File: src/hw/rtl/pfrb_pkg.sv
// ----------------------------------------------------------------------------
// pfrb_pkg
// Shared codes and controller/datapath interface types of the PCM frame ring.
// ----------------------------------------------------------------------------
package pfrb_pkg;

  localparam int unsigned CAP_W = 13;
  localparam int unsigned GEN_W = 32;
  localparam int unsigned CNT_W = 64;

  localparam logic [1:0] ACT_WRITE = 2'd0;
  localparam logic [1:0] ACT_READ  = 2'd1;
  localparam logic [1:0] ACT_RESET = 2'd2;
  localparam logic [1:0] ACT_QUERY = 2'd3;

  localparam logic [2:0] ST_OK        = 3'd0;
  localparam logic [2:0] ST_INV_ARG   = 3'd1;
  localparam logic [2:0] ST_STALE     = 3'd2;
  localparam logic [2:0] ST_OVERFLOW  = 3'd3;
  localparam logic [2:0] ST_INV_STATE = 3'd4;
  localparam logic [2:0] ST_UNDERFLOW = 3'd5;

  localparam logic [3:0] SEL_FILL  = 4'd0;
  localparam logic [3:0] SEL_FREE  = 4'd1;
  localparam logic [3:0] SEL_PEAK  = 4'd2;
  localparam logic [3:0] SEL_WR    = 4'd3;
  localparam logic [3:0] SEL_RD    = 4'd4;
  localparam logic [3:0] SEL_OVF_F = 4'd5;
  localparam logic [3:0] SEL_OVF_B = 4'd6;
  localparam logic [3:0] SEL_UDF_E = 4'd7;
  localparam logic [3:0] SEL_UDF_B = 4'd8;
  localparam logic [3:0] SEL_STALE = 4'd9;
  localparam logic [3:0] SEL_INV   = 4'd10;
  localparam logic [3:0] SEL_GEN   = 4'd11;

  // Event counter slots.
  localparam int unsigned C_WR    = 0;
  localparam int unsigned C_RD    = 1;
  localparam int unsigned C_OVF_F = 2;
  localparam int unsigned C_OVF_B = 3;
  localparam int unsigned C_UDF_E = 4;
  localparam int unsigned C_UDF_B = 5;
  localparam int unsigned C_STALE = 6;
  localparam int unsigned C_INV   = 7;
  localparam int unsigned N_CNT   = 8;

  localparam logic CFG_CAPACITY  = 1'b0;
  localparam logic CFG_START_GEN = 1'b1;

  typedef struct packed {
    logic capture;   // latch the accepted input transaction
    logic exec;      // evaluate; emit the single result unless bytes follow
    logic rd_issue;  // read one ring byte
    logic rd_emit;   // move the fetched byte into the output register
  } pfrb_cmd_t;

  typedef struct packed {
    logic out_free;  // output register can take a result
    logic burst;     // the current read delivers bytes
    logic last_byte; // the byte being emitted is the last of the read
  } pfrb_sts_t;

endpackage

File: src/hw/rtl/pfrb_ctrl.sv
// ----------------------------------------------------------------------------
// pfrb_ctrl
// Sequencer of the PCM frame ring: one item at a time, reads byte by byte.
// ----------------------------------------------------------------------------
module pfrb_ctrl (
  input  logic              clk,
  input  logic              rst,
  input  logic              in_valid,
  output logic              in_ready,
  input  pfrb_pkg::pfrb_sts_t sts,
  output pfrb_pkg::pfrb_cmd_t cmd
);
  import pfrb_pkg::*;

  typedef enum logic [3:0] {
    S_IDLE    = 4'b0001,
    S_EXEC    = 4'b0010,
    S_RD_ADDR = 4'b0100,
    S_RD_DATA = 4'b1000
  } state_t;

  state_t state, state_next;

  assign in_ready = (state == S_IDLE);

  always_comb begin
    state_next = state;
    cmd = '0;
    case (state)
      S_IDLE: begin
        if (in_valid) begin
          cmd.capture = 1'b1;
          state_next = S_EXEC;
        end
      end
      S_EXEC: begin
        if (sts.out_free) begin
          cmd.exec = 1'b1;
          state_next = sts.burst ? S_RD_ADDR : S_IDLE;
        end
      end
      S_RD_ADDR: begin
        cmd.rd_issue = 1'b1;
        state_next = S_RD_DATA;
      end
      S_RD_DATA: begin
        if (sts.out_free) begin
          cmd.rd_emit = 1'b1;
          state_next = sts.last_byte ? S_IDLE : S_RD_ADDR;
        end
      end
      default: state_next = S_IDLE;
    endcase
  end

  always_ff @(posedge clk) begin
    if (rst) state <= S_IDLE;
    else state <= state_next;
  end
endmodule

File: config.mk
export PLATFORM = sky130hd
export DESIGN_NAME = pfrb_ctrl
export DESIGN_NICKNAME = d
export VERILOG_FILES = /design/src/hw/rtl/pfrb_pkg.sv /design/src/hw/rtl/pfrb_ctrl.sv
export SDC_FILE = /design/constraint.sdc
export NUM_CORES = 1
export LEC_CHECK = 0
export ABC_AREA = 0
export BUFFER_PORTS_ARGS = -buffer_cell sky130_fd_sc_hd__buf_2
export CAP_MARGIN = 20
export CORE_AREA = 2 2 39 41
export DETAILED_ROUTE_END_ITERATION = 10
export DIE_AREA = 0 0 41 43
export GPL_ROUTABILITY_DRIVEN = 0
export GPL_TIMING_DRIVEN = 0
export PLACE_DENSITY = 0.49
export SLEW_MARGIN = 20
export SYNTH_ARGS = -nofsm -noshare
export SYNTH_HDL_FRONTEND = slang
export SYNTH_SLANG_ARGS = --single-unit
File: constraint.sdc
create_clock -name clk -period 1.45 [get_ports clk]
set_input_delay 0.0725 -clock clk [delete_from_list [all_inputs] [get_ports clk]]
set_output_delay 0.0725 -clock clk [all_outputs]
set_load 0.05 [all_outputs]
### Word-level counts from Yosys, hierarchy flattened

Cells that the tools add are included.

| storage, ports and cells | value |
|---|---|
| register bits after elaboration | 4 |
| latch bits | 0 |
| bits in writable memories | 0 |
| memory bits (read-only) | 0 |
| word-level logic and storage cells | 21 |
| memories | 0 |

| operators by class | value |
|---|---|
| $add $sub $neg | 0 |
| multipliers | 0 |
| div/mod/pow operators | 0 |
| order comparisons | 0 |
| equal/unequal tests | 7 |
| shift operators | 0 |
| mux-type cells | 12 |
| bitwise operators | 0 |
| reduce and logical (&&, ||, !) cells | 1 |

Operator list:

| operator | count |
|---|---|
| 4-bit case mux with 4 select lines | 1 |
| 4-bit 2-to-1 mux | 3 |
| 1-bit 2-to-1 mux | 6 |
| 3-bit 2-to-1 mux | 2 |
| 2-bit inequality test (second input constant) | 3 |
| 4-bit by 1-bit == test with 1-bit output (second input constant) | 1 |
| 4-bit by 2-bit == test with 1-bit output (second input constant) | 1 |
| 4-bit by 3-bit == test with 1-bit output (second input constant) | 1 |
| 4-bit == test (second input constant) | 1 |
| 3-bit AND reduction | 1 |

### Longest topological paths before layout

Gate-level depths: netlist of run 1.

| depth | value |
|---|---|
| word-level depth | 3 |
| depth in mapped cells | 4 |
| depth with buffers taken out | 3 |

### Worst setup path after synthesis of run 1

No wires, ideal clock.

| timing | value |
|---|---|
| path type | flip-flop to output port |
| start | register state[0] |
| end | output cmd[3] (netlist name) |
| data arrival time | 2.414 ns |
| required time | 1.378 ns |
| slack | -1.037 ns |
| cell stages (with the launch flop) | 5 |
| path buffers | 1 |
| cell sequence | dfxtp_1 > buf_2 > nor2b_1 > nor3b_1 > and2_1 |

RTL lines:

| what | line | source |
|---|---|---|
| start, declared | pfrb_ctrl.sv:22 | `state_t state, state_next;` |
| start signal, assigned | pfrb_ctrl.sv:58 | `else state <= state_next;` |
| end, declared | pfrb_ctrl.sv:11 | `output pfrb_pkg::pfrb_cmd_t cmd` |

==> run summary, run 1 <==
status - finished, final reports clean
Core Area - 0.00138 mm^2
# fillers - 142
CTS tree - yes
CTS Buf Count - 3
combinational power share - 0.402
setup_tns - 0 ps
H-tree depth - 1
Max-Cap Viols - 0
HP Start - rst
clock root buffer - clkbuf_4
HPWL Detailed - 549 um
crit path max fanout - 10
simple-gate share of the synthesized area - 0.466
multiplexer area fraction after synthesis - 0
Wirelength per Cell - 11.4 um
Final Hold Fails - 0
Worst Clk Skew - 1.96 ps
die area - 0.00176 mm^2
sw power - 0.136 mW
post-synthesis xor/xnor area fraction - 0
I/O pin count - 11
Net Count, Synth - 42
Die Ht - 43 um
Critical R2R Launch - state[3]$_SDFFE_PP0P_
Setup CP Type - register to primary output
fmax - 0.728 GHz
post-synth cell types - 23
Total GRT Usage - 0.114
Top reg by flops - state
clock sinks - 4
drt pass-1 iters - 4
pins over their slew limit - 0
max FFs per register - 4
setup violators final - 0
worst skew pair latency - 230 ps
clock group share of total power - 0.310
Vias/cell - 5.00
DR vias - 350
Critical Path RT - 1380 ps
R2R Path End - state[3]$_SDFFE_PP0P_
static leakage - 0.215 nW
Mapped Area - 317 um^2
Reg clk slew, reported paths - 40 ps
global-route wire length before repair - 1.32 mm
Synth Register Bits - 4
actual slew at the worst max-slew pin - 288 ps
row cnt - 14
Min-Delay Endpoint - state[3]$_SDFFE_PP0P_
Yosys warnings - 0
Gate Count Post-Synth - 36
layout cell share with drive strength beyond 1 - 0.685
initial antenna violation count - 0
fin util - 0.382
# nets final - 62
biggest regs - state x4
relative slew slack - 0.805
crit path DAT - 1300 ps
Hold Path Class - input pin to register
pre-CTS WS - 50.8 ps
Reg power frac - 0.288
FF-to-FF setup slack - 80 ps
area delta synth->final - 66.8%
ant diodes - 0
register area - 82.6 um^2
worst setup margin - 75.9 ps
width of the die - 41 um
residual DRC count - 0
initial detailed-routing violation count - 5
Critical Path Start Type - register
WHS Path Cells - 2
ANT nets after route - 0
CTS max path bufs - 2
Reg2Reg Depth - 4
adder-cell share of the synthesized area - 0
Sw Ratio - 0.318
peak supply drop - 0.444 mV
compound-gate portion of the synthesized area - 0.182
pwr/cell area - 812 mW/mm^2
largest family of logic cells by synthesized area - simple AND/OR/NAND/NOR gates
Internal - 0.293 mW
Setup crit end kind - primary output
Initial Utilization - 0.229
Mean Syn Cell Area - 8.79 um^2
port buffer count - 10
DRT Wirelength - 800 um
Seq/Total Area, Yosys - 0.253
hold_ws - 90.8 ps
largest net degree at the start of global routing - 11
Tmin final - 1370 ps
period utilisation layout - 0.948
vias in the first global route - 318
Multi-input gate area - 262 um^2
gr ovfl total - 0
==> cell usage in the layout (no fill, tap or decap) <==
cell       n
buf_2      9
buf_4      5
buf_6      3
nor3_2     3
clkbuf_4   3
nand3b_1   2
nor3b_1    2
nor4b_2    2
nor2_1     2
nor3_1     2
dfxtp_1    2
dfxtp_2    2
inv_4      1
nand2_1    1
nor2b_4    1
nor3b_4    1
and2_4     1
a21oi_1    1
nor4_1     1
nor4b_1    1
a211o_2    1
and3b_2    1
o21ba_2    1
o32ai_1    1
inv_1      1
o311ai_2   1
or3_1      1
a2111oi_4  1
buf_8      1
==> power groups by stage <==
stage | combinational, mW | clock [mW] | sequential, mW
2_1_floorplan | 0.0985 | 0 | 0.122
3_3_place_gp | 0.126 | 0 | 0.123
3_5_place_dp | 0.126 | 0 | 0.123
4_1_cts | 0.156 | 0.143 | 0.122
5_1_grt | 0.185 | 0.152 | 0.124
6_report | 0.172 | 0.133 | 0.123
==> metal layers <==
metal  track usage  share of wire  vias up
met5             0              0        -
met4        0.0600              0        0
met3        0.0628          0.060        0
met2         0.153           0.51       13
met1         0.141           0.43      161
li1              -              -      176
==> synthesized netlist by cell type <==
library cell | number | area [um^2]
nor2b_1 | 1 | 6.26
nor3_1 | 5 | 25.0
a2111oi_2 | 1 | 15.0
buf_6 | 1 | 11.3
buf_2 | 2 | 10.0
nor4b_2 | 2 | 30.0
inv_4 | 1 | 6.26
nor3b_1 | 3 | 22.5
and2_1 | 1 | 6.26
nand2_1 | 1 | 3.75
and3b_2 | 1 | 10.0
inv_1 | 1 | 3.75
o32ai_1 | 1 | 8.76
o311ai_1 | 1 | 8.76
nor4b_1 | 1 | 8.76
dfxtp_1 | 4 | 80.1
nand3b_1 | 2 | 15.0
or3_1 | 1 | 6.26
nor2_1 | 2 | 7.51
nor4_1 | 1 | 6.26
a211o_2 | 1 | 10.0
o21ba_2 | 1 | 10.0
a21oi_1 | 1 | 5.00
==> worst max-delay path by stage <==
| stage | start | to | slack, ps | cells after the start |
|---|---|---|---|---|
| 2_1_floorplan | state[0]$_SDFFE_PP1P_ | cmd[3] | -220 | 4 |
| 3_3_place_gp | state[3]$_SDFFE_PP0P_ | state[3]$_SDFFE_PP0P_ | 40 | 4 |
| 3_5_place_dp | state[3]$_SDFFE_PP0P_ | state[3]$_SDFFE_PP0P_ | 50 | 4 |
| 4_1_cts | state[1]$_SDFFE_PP0P_ | cmd[3] | 4 | 5 |
| 5_1_grt | state[1]$_SDFFE_PP0P_ | cmd[3] | -5 | 5 |
| 6_report | state[1]$_SDFFE_PP0P_ | cmd[3] | 80 | 5 |
==> cells by family (layout without fill, tap and decap cells) <==
group	Yosys count	count (layout)
and+or+nand+nor	21	21
DFF	4	4
buffers and inverters	5	23
AOI/OAI and AO/OA	6	6
==> through the flow <==
step | cells | total power, mW | area [um^2]
detailed placement | 62 | 0.249 | 414
floorplan | 36 | 0.220 | 344
finish | 70 | 0.429 | 528
global route | 70 | 0.461 | 528
CTS | 68 | 0.422 | 480
global placement | 62 | 0.249 | 414
==> worst max-delay path, cell delays in order (launching register included) <==
cell and delay [ps]:
dfxtp_2 330, buf_6 150, nor2b_4 110, nor3b_4 180
and2_4 170, buf_8 130
==> layout make-up <==
cell class / instances / area share
Timing Repair Buffer: 15 / 0.185
Multi-Input combinational cell: 27 / 0.495
Tap cell: 16 / 0.0379
Clock buffer: 3 / 0.0427
Sequential cell: 4 / 0.156
Buffer: 3 / 0.0640
Inverter: 2 / 0.0190
==> repair_timing <==
| action | CTS | global route |
|---|---|---|
| resized for setup | 7 | 7 |
| setup buffers | 3 | 2 |
| hold buffers | 0 | 0 |
| pin swaps | 0 | 1 |
| endpoints found under the setup margin | 2 | 4 |
(Power assumes the default switching activity.)
==> run 2: changes to the inputs <==
==> constraint.sdc (replaced) <==
create_clock -name clk -period 1.45 [get_ports clk]
set_input_delay 0 -clock clk [delete_from_list [all_inputs] [get_ports clk]]
set_output_delay 0 -clock clk [all_outputs]
set_load 0.05 [all_outputs]
==> run 2 against run 1 <==
Net effect: clock power is essentially flat; fmax grew 1.1%; core utilization shrank 2.2 points; final cell count shrank 2.9%; global-route usage shrank 0.40 points; hold slack lost 75 ps; first-iteration DRC count shrank 20%; sequential power is essentially flat; setup slack gained 15 ps; die area is the same; combinational power shrank 8%.
==> run summary, run 2 (synthesis results as in run 1) <==
status - finished, final reports clean (unchanged)
Setup CP Type - register to primary output (unchanged)
die area - 0.00176 mm^2 (unchanged)
sw power - 0.133 mW (was 0.136 mW)
Reg clk slew, reported paths - 40 ps (about the same)
relative slew slack - 0.776 (was 0.805)
Finished Layout Cells - 68 (was 70)
DR vias - 343 (was 350)
Tmin final - 1360 ps (was 1370 ps)
Placed Instance Area - 414 um^2 (unchanged)
gr ovfl total - 0 (unchanged)
Critical Path RT - 1450 ps (was 1380 ps)
HPWL Detailed - 549 um (unchanged)
clock sinks - 4 (unchanged)
pins over their slew limit - 0 (unchanged)
most common cell after layout, fill and taps aside - buf_2 (unchanged)
HP Start - rst (unchanged)
commonest cells after routing, fill and taps aside - buf_2 (9), buf_4 (4), dfxtp_1 (4) (was buf_2 (9), buf_4 (5), buf_6 (3), nor3_2 (3), clkbuf_4 (3))
Setup crit end kind - primary output (unchanged)
static leakage - 0.201 nW (was 0.215 nW)
worst skew pair latency - 230 ps (about the same)
placed insts - 62 (unchanged)
biggest regs - state x4 (unchanged)
drt pass-1 iters - 4 (unchanged)
max FFs per register - 4 (unchanged)
ant diodes - 0 (unchanged)
Initial Utilization - 0.229 (unchanged)
width of the die - 41 um (unchanged)
CTS max path bufs - 2 (unchanged)
Critical Path Start Type - register (unchanged)
unrepaired setup endpoints after global routing - false
DRT Wirelength - 774 um (was 800 um)
CTS tree - yes (unchanged)
CTS Buf Count - 3 (unchanged)
Multi-input gate area - 253 um^2 (was 262 um^2)
# fillers - 147 (was 142)
Worst Clk Skew - 2.05 ps (was 1.96 ps)
Final Hold Fails - 0 (unchanged)
fmax - 0.736 GHz (was 0.728 GHz)
Internal - 0.283 mW (was 0.293 mW)
H-tree depth - 1 (unchanged)
Wirelength per Cell - 11.4 um (about the same)
layout cell share with drive strength beyond 1 - 0.615 (was 0.685)
# nets final - 60 (was 62)
register area - 80.1 um^2 (was 82.6 um^2)
pwr/cell area - 834 mW/mm^2 (was 812 mW/mm^2)
Top reg by flops - state (unchanged)
I/O pin count - 11 (unchanged)
ANT nets after route - 0 (unchanged)
Hold Path Class - input pin to register (unchanged)
period utilisation layout - 0.938 (was 0.948)
port buffer count - 10 (unchanged)
Total GRT Usage - 0.110 (was 0.114)
Max-Cap Viols - 0 (unchanged)
Sw Ratio - 0.320 (was 0.318)
clock root buffer - clkbuf_4 (unchanged)
residual DRC count - 0 (unchanged)
Reg power frac - 0.295 (was 0.288)
combinational power share - 0.382 (was 0.402)
global-route wire length before repair - 1.27 mm (was 1.32 mm)
crit path max fanout - 10 (unchanged)
crit path DAT - 1360 ps (was 1300 ps)
cell area after layout - 498 um^2 (was 528 um^2)
row cnt - 14 (unchanged)
initial antenna violation count - 0 (unchanged)
initial detailed-routing violation count - 4 (was 5)
Core Area - 0.00138 mm^2 (unchanged)
clock group share of total power - 0.323 (was 0.310)
largest net degree at the start of global routing - 11 (unchanged)
Critical R2R Launch - state[3]$_SDFFE_PP0P_ (unchanged)
peak supply drop - 0.437 mV (was 0.444 mV)
setup violators final - 0 (unchanged)
area delta synth->final - 57.3% (was 66.8%)
Die Ht - 43 um (unchanged)
crit path launch - state[1]$_SDFFE_PP0P_ (unchanged)
actual slew at the worst max-slew pin - 336 ps (was 288 ps)
vias in the first global route - 300 (was 318)
Vias/cell - 5.04 (was 5.00)
run 2: cell type report:
cell class              count  share of cell area
plain buffers               3              0.0603
repair buffers             13               0.166
well taps                  16              0.0402
multi-input cells          27               0.508
inverters                   2              0.0201
clock buffers               3              0.0452
flip-flops and latches      4               0.161
run 2: stage by stage:
stage,setup TNS [ps],hold slack [ps],setup slack (ps),power [mW],utilization
2_1_floorplan,-145,68.9,-145,0.220,-
3_3_place_gp,0,254,35.6,0.249,0.299
3_5_place_dp,0,251,50.8,0.249,0.299
4_1_cts,0,0.429,21.3,0.398,0.323
5_1_grt,0,6.33,7.02,0.446,0.360
6_report,0,16.0,90.5,0.415,0.360
run 2: final timing paths:
check,to,slack [ps],cells after the start
max,cmd[3],90,5
min,state[3]$_SDFFE_PP0P_,20,2
max reg2reg,state[3]$_SDFFE_PP0P_,90,4
min reg2reg,state[1]$_SDFFE_PP0P_,660,1
run 2: timing repair:
item | CTS | global route
pin swaps | 0 | 0
hold buffers | 0 | 0
setup buffers | 0 | 3
resized for setup | 4 | 5
endpoints found under the setup margin | 2 | 3
run 2: critical path, stage by stage (launching register included):
cell and delay, ps:
dfxtp_1 350, buf_4 220, nor2b_4 50, nor3b_4 140, and2_2 210, buf_8 150
run 2: power groups by stage:
stage | Sequential [mW] | Combinational (mW) | Clock, mW
3_3_place_gp | 0.123 | 0.126 | 0
6_report | 0.123 | 0.159 | 0.134
5_1_grt | 0.123 | 0.171 | 0.152
2_1_floorplan | 0.122 | 0.0985 | 0
4_1_cts | 0.121 | 0.134 | 0.143
3_5_place_dp | 0.123 | 0.126 | 0
run 2: routing by layer:
metal,share of wire,vias up,GRT usage
met5,0,-,0
met4,0,0,0.0600
met3,0.070,0,0.0628
met2,0.47,16,0.141
met1,0.46,155,0.141
li1,-,172,-
==> run 3: changes to the inputs <==
--- a/config.mk
+++ b/config.mk
@@ -15,5 +15,4 @@
 export GPL_TIMING_DRIVEN = 0
 export PLACE_DENSITY = 0.49
-export SLEW_MARGIN = 20
 export SYNTH_ARGS = -nofsm -noshare
 export SYNTH_HDL_FRONTEND = slang
==> constraint.sdc (replaced) <==
create_clock -name clk -period 1.5 [get_ports clk]
set_input_delay 0 -clock clk [delete_from_list [all_inputs] [get_ports clk]]
set_output_delay 0 -clock clk [all_outputs]
set_load 0.1 [all_outputs]
==> run 3 against run 2 <==
Net effect: clock skew shrank 0.86 ps; cell area shrank 3.0%; critical path depth shrank 1; clock-buffer cell count is the same; core utilization shrank 1.1 points; clock power shrank 5%; routed wire length shrank 4.1%; sequential cell count is the same; combinational power grew 14%; global-route usage shrank 0.70 points; largest cell class unchanged; highest routed layer unchanged.
==> run summary, run 3 (synthesis results as in run 1) <==
Setup crit end kind - register (was primary output)
ant diodes - 0 (unchanged)
Placed Instance Area - 443 um^2 (was 414 um^2)
worst setup margin - 85.3 ps (was 90.5 ps)
slowest stage cell, crit path - a2111oi_2 (was dfxtp_1)
met2 Use GR - 0.150 (was 0.141)
pre-CTS WS - 66.3 ps (was 50.8 ps)
Top reg by flops - state (unchanged)
Max-Cap Viols - 0 (unchanged)
biggest regs - state x4 (unchanged)
pwr/cell area - 886 mW/mm^2 (was 834 mW/mm^2)
Wirelength per Cell - 11.4 um (about the same)
Core Area - 0.00138 mm^2 (unchanged)
Worst Clk Skew - 1.18 ps (was 2.05 ps)
clock sinks - 4 (unchanged)
setup_tns - 0 ps (unchanged)
Bufs and invs on worst path - 2 (unchanged)
Total GRT Usage - 0.103 (was 0.110)
crit path max fanout - 10 (unchanged)
# nets final - 57 (was 60)
met1 GRT Util - 0.118 (was 0.141)
HPWL Detailed - 568 um (was 549 um)
Reg clk slew, reported paths - 40 ps (about the same)
drt pass-1 iters - 4 (unchanged)
commonest cells after routing, fill and taps aside - buf_2 (6), clkbuf_4 (5), buf_6 (3), dfxtp_1 (3) (was buf_2 (9), buf_4 (4), dfxtp_1 (4))
CP max stage delay - 390 ps (was 350 ps)
worst skew pair latency - 230 ps (about the same)
largest net degree at the start of global routing - 11 (unchanged)
peak supply drop - 0.578 mV (was 0.437 mV)
Vias/cell - 5.02 (was 5.04)
Design Power - 0.428 mW (was 0.415 mW)
Tmin final - 1410 ps
cell area after layout - 483 um^2 (was 498 um^2)
die area - 0.00176 mm^2 (unchanged)
CTS max path bufs - 2 (unchanged)
most common cell after layout, fill and taps aside - buf_2 (unchanged)
clock root buffer - clkbuf_4 (unchanged)
DR vias - 326 (was 343)
Hold Path Class - input pin to register (unchanged)
residual DRC count - 0 (unchanged)
layout cell share with drive strength beyond 1 - 0.612 (was 0.615)
Final Hold Fails - 0 (unchanged)
initial detailed-routing violation count - 5 (was 4)
vias in the first global route - 294 (was 300)
DRT Wirelength - 742 um (was 774 um)
I/O pin count - 11 (unchanged)
placed insts - 62 (unchanged)
gr ovfl total - 0 (unchanged)
Finished Layout Cells - 65 (was 68)
status - finished, final reports clean (unchanged)
Setup CP Type - register to register (was register to primary output)
Die Ht - 43 um (unchanged)
crit-path cells - buf_6 -> inv_4 -> or3_1 -> a2111oi_2 (was buf_4 -> nor2b_4 -> nor3b_4 -> and2_2 -> buf_8)
fmax - 0.707 GHz
area delta synth->final - 52.6% (was 57.3%)
period utilisation layout - 0.943
static leakage - 0.183 nW (was 0.201 nW)
Initial Utilization - 0.229 (unchanged)
H-tree depth - 1 (unchanged)
port buffer count - 10 (unchanged)
post-cts hold buffer count - 0 (unchanged)
met3 Usage GRT - 0.0314 (was 0.0628)
GRT busiest layer - met2 (unchanged)
actual slew at the worst max-slew pin - 482 ps (was 336 ps)
fin util - 0.349 (was 0.360)
pins over their slew limit - 0 (unchanged)
setup violators final - 0 (unchanged)
row cnt - 14 (unchanged)
crit path DAT - 1530 ps (was 1360 ps)
global-route wire length before repair - 1.17 mm (was 1.27 mm)
width of the die - 41 um (unchanged)
Critical Path Start Type - register (unchanged)
initial antenna violation count - 0 (unchanged)
unrepaired setup endpoints after global routing - false (unchanged)
hold_ws - 10.8 ps (was 16.0 ps)
CTS Buf Count - 3 (unchanged)
Critical Path RT - 1610 ps (was 1450 ps)
max FFs per register - 4 (unchanged)
CTS tree - yes (unchanged)
ANT nets after route - 0 (unchanged)
relative slew slack - 0.681 (was 0.776)
Top delay family on crit path - compound AO/OA/AOI/OAI gates (was simple AND/OR/NAND/NOR gates)
run 3: final timing paths:
path / depth (start not counted) / start / end / slack (ps)
hold / removal: 2 / rst / state[2]$_SDFFE_PP0P_ / 10
setup / recovery: 4 / state[3]$_SDFFE_PP0P_ / state[3]$_SDFFE_PP0P_ / 90
setup reg to reg: 4 / state[3]$_SDFFE_PP0P_ / state[3]$_SDFFE_PP0P_ / 90
hold reg to reg: 2 / state[0]$_SDFFE_PP1P_ / state[3]$_SDFFE_PP0P_ / 570
run 3: metal layers:
layer	wire length [um]	vias up
met1	354	156
met2	367	5
met3	19	0
met4	0	0
met5	0	-
li1	-	165
run 3: final cells by class:
cell class,instances,area (um^2)
plain buffers,3,33.8
clock buffers,3,22.5
fillers,145,901
inverters,2,10.0
multi-input cells,27,248
flip-flops and latches,4,81.3
well taps,16,20.0
repair buffers,10,67.6
run 3: repair_timing:
action	CTS	global route
endpoints found under the setup margin	2	3
buffers inserted	0	0
gates resized for setup	2	4
run 3: where the power goes:
| part | switching [mW] | leakage [nW] | internal (mW) | total [mW] |
|---|---|---|---|---|
| combinational | 0.113 | 0.136 | 0.0683 | 0.182 |
| sequential | 0.00526 | 0.0325 | 0.114 | 0.119 |
| clock | 0.0379 | 0.0138 | 0.0891 | 0.127 |
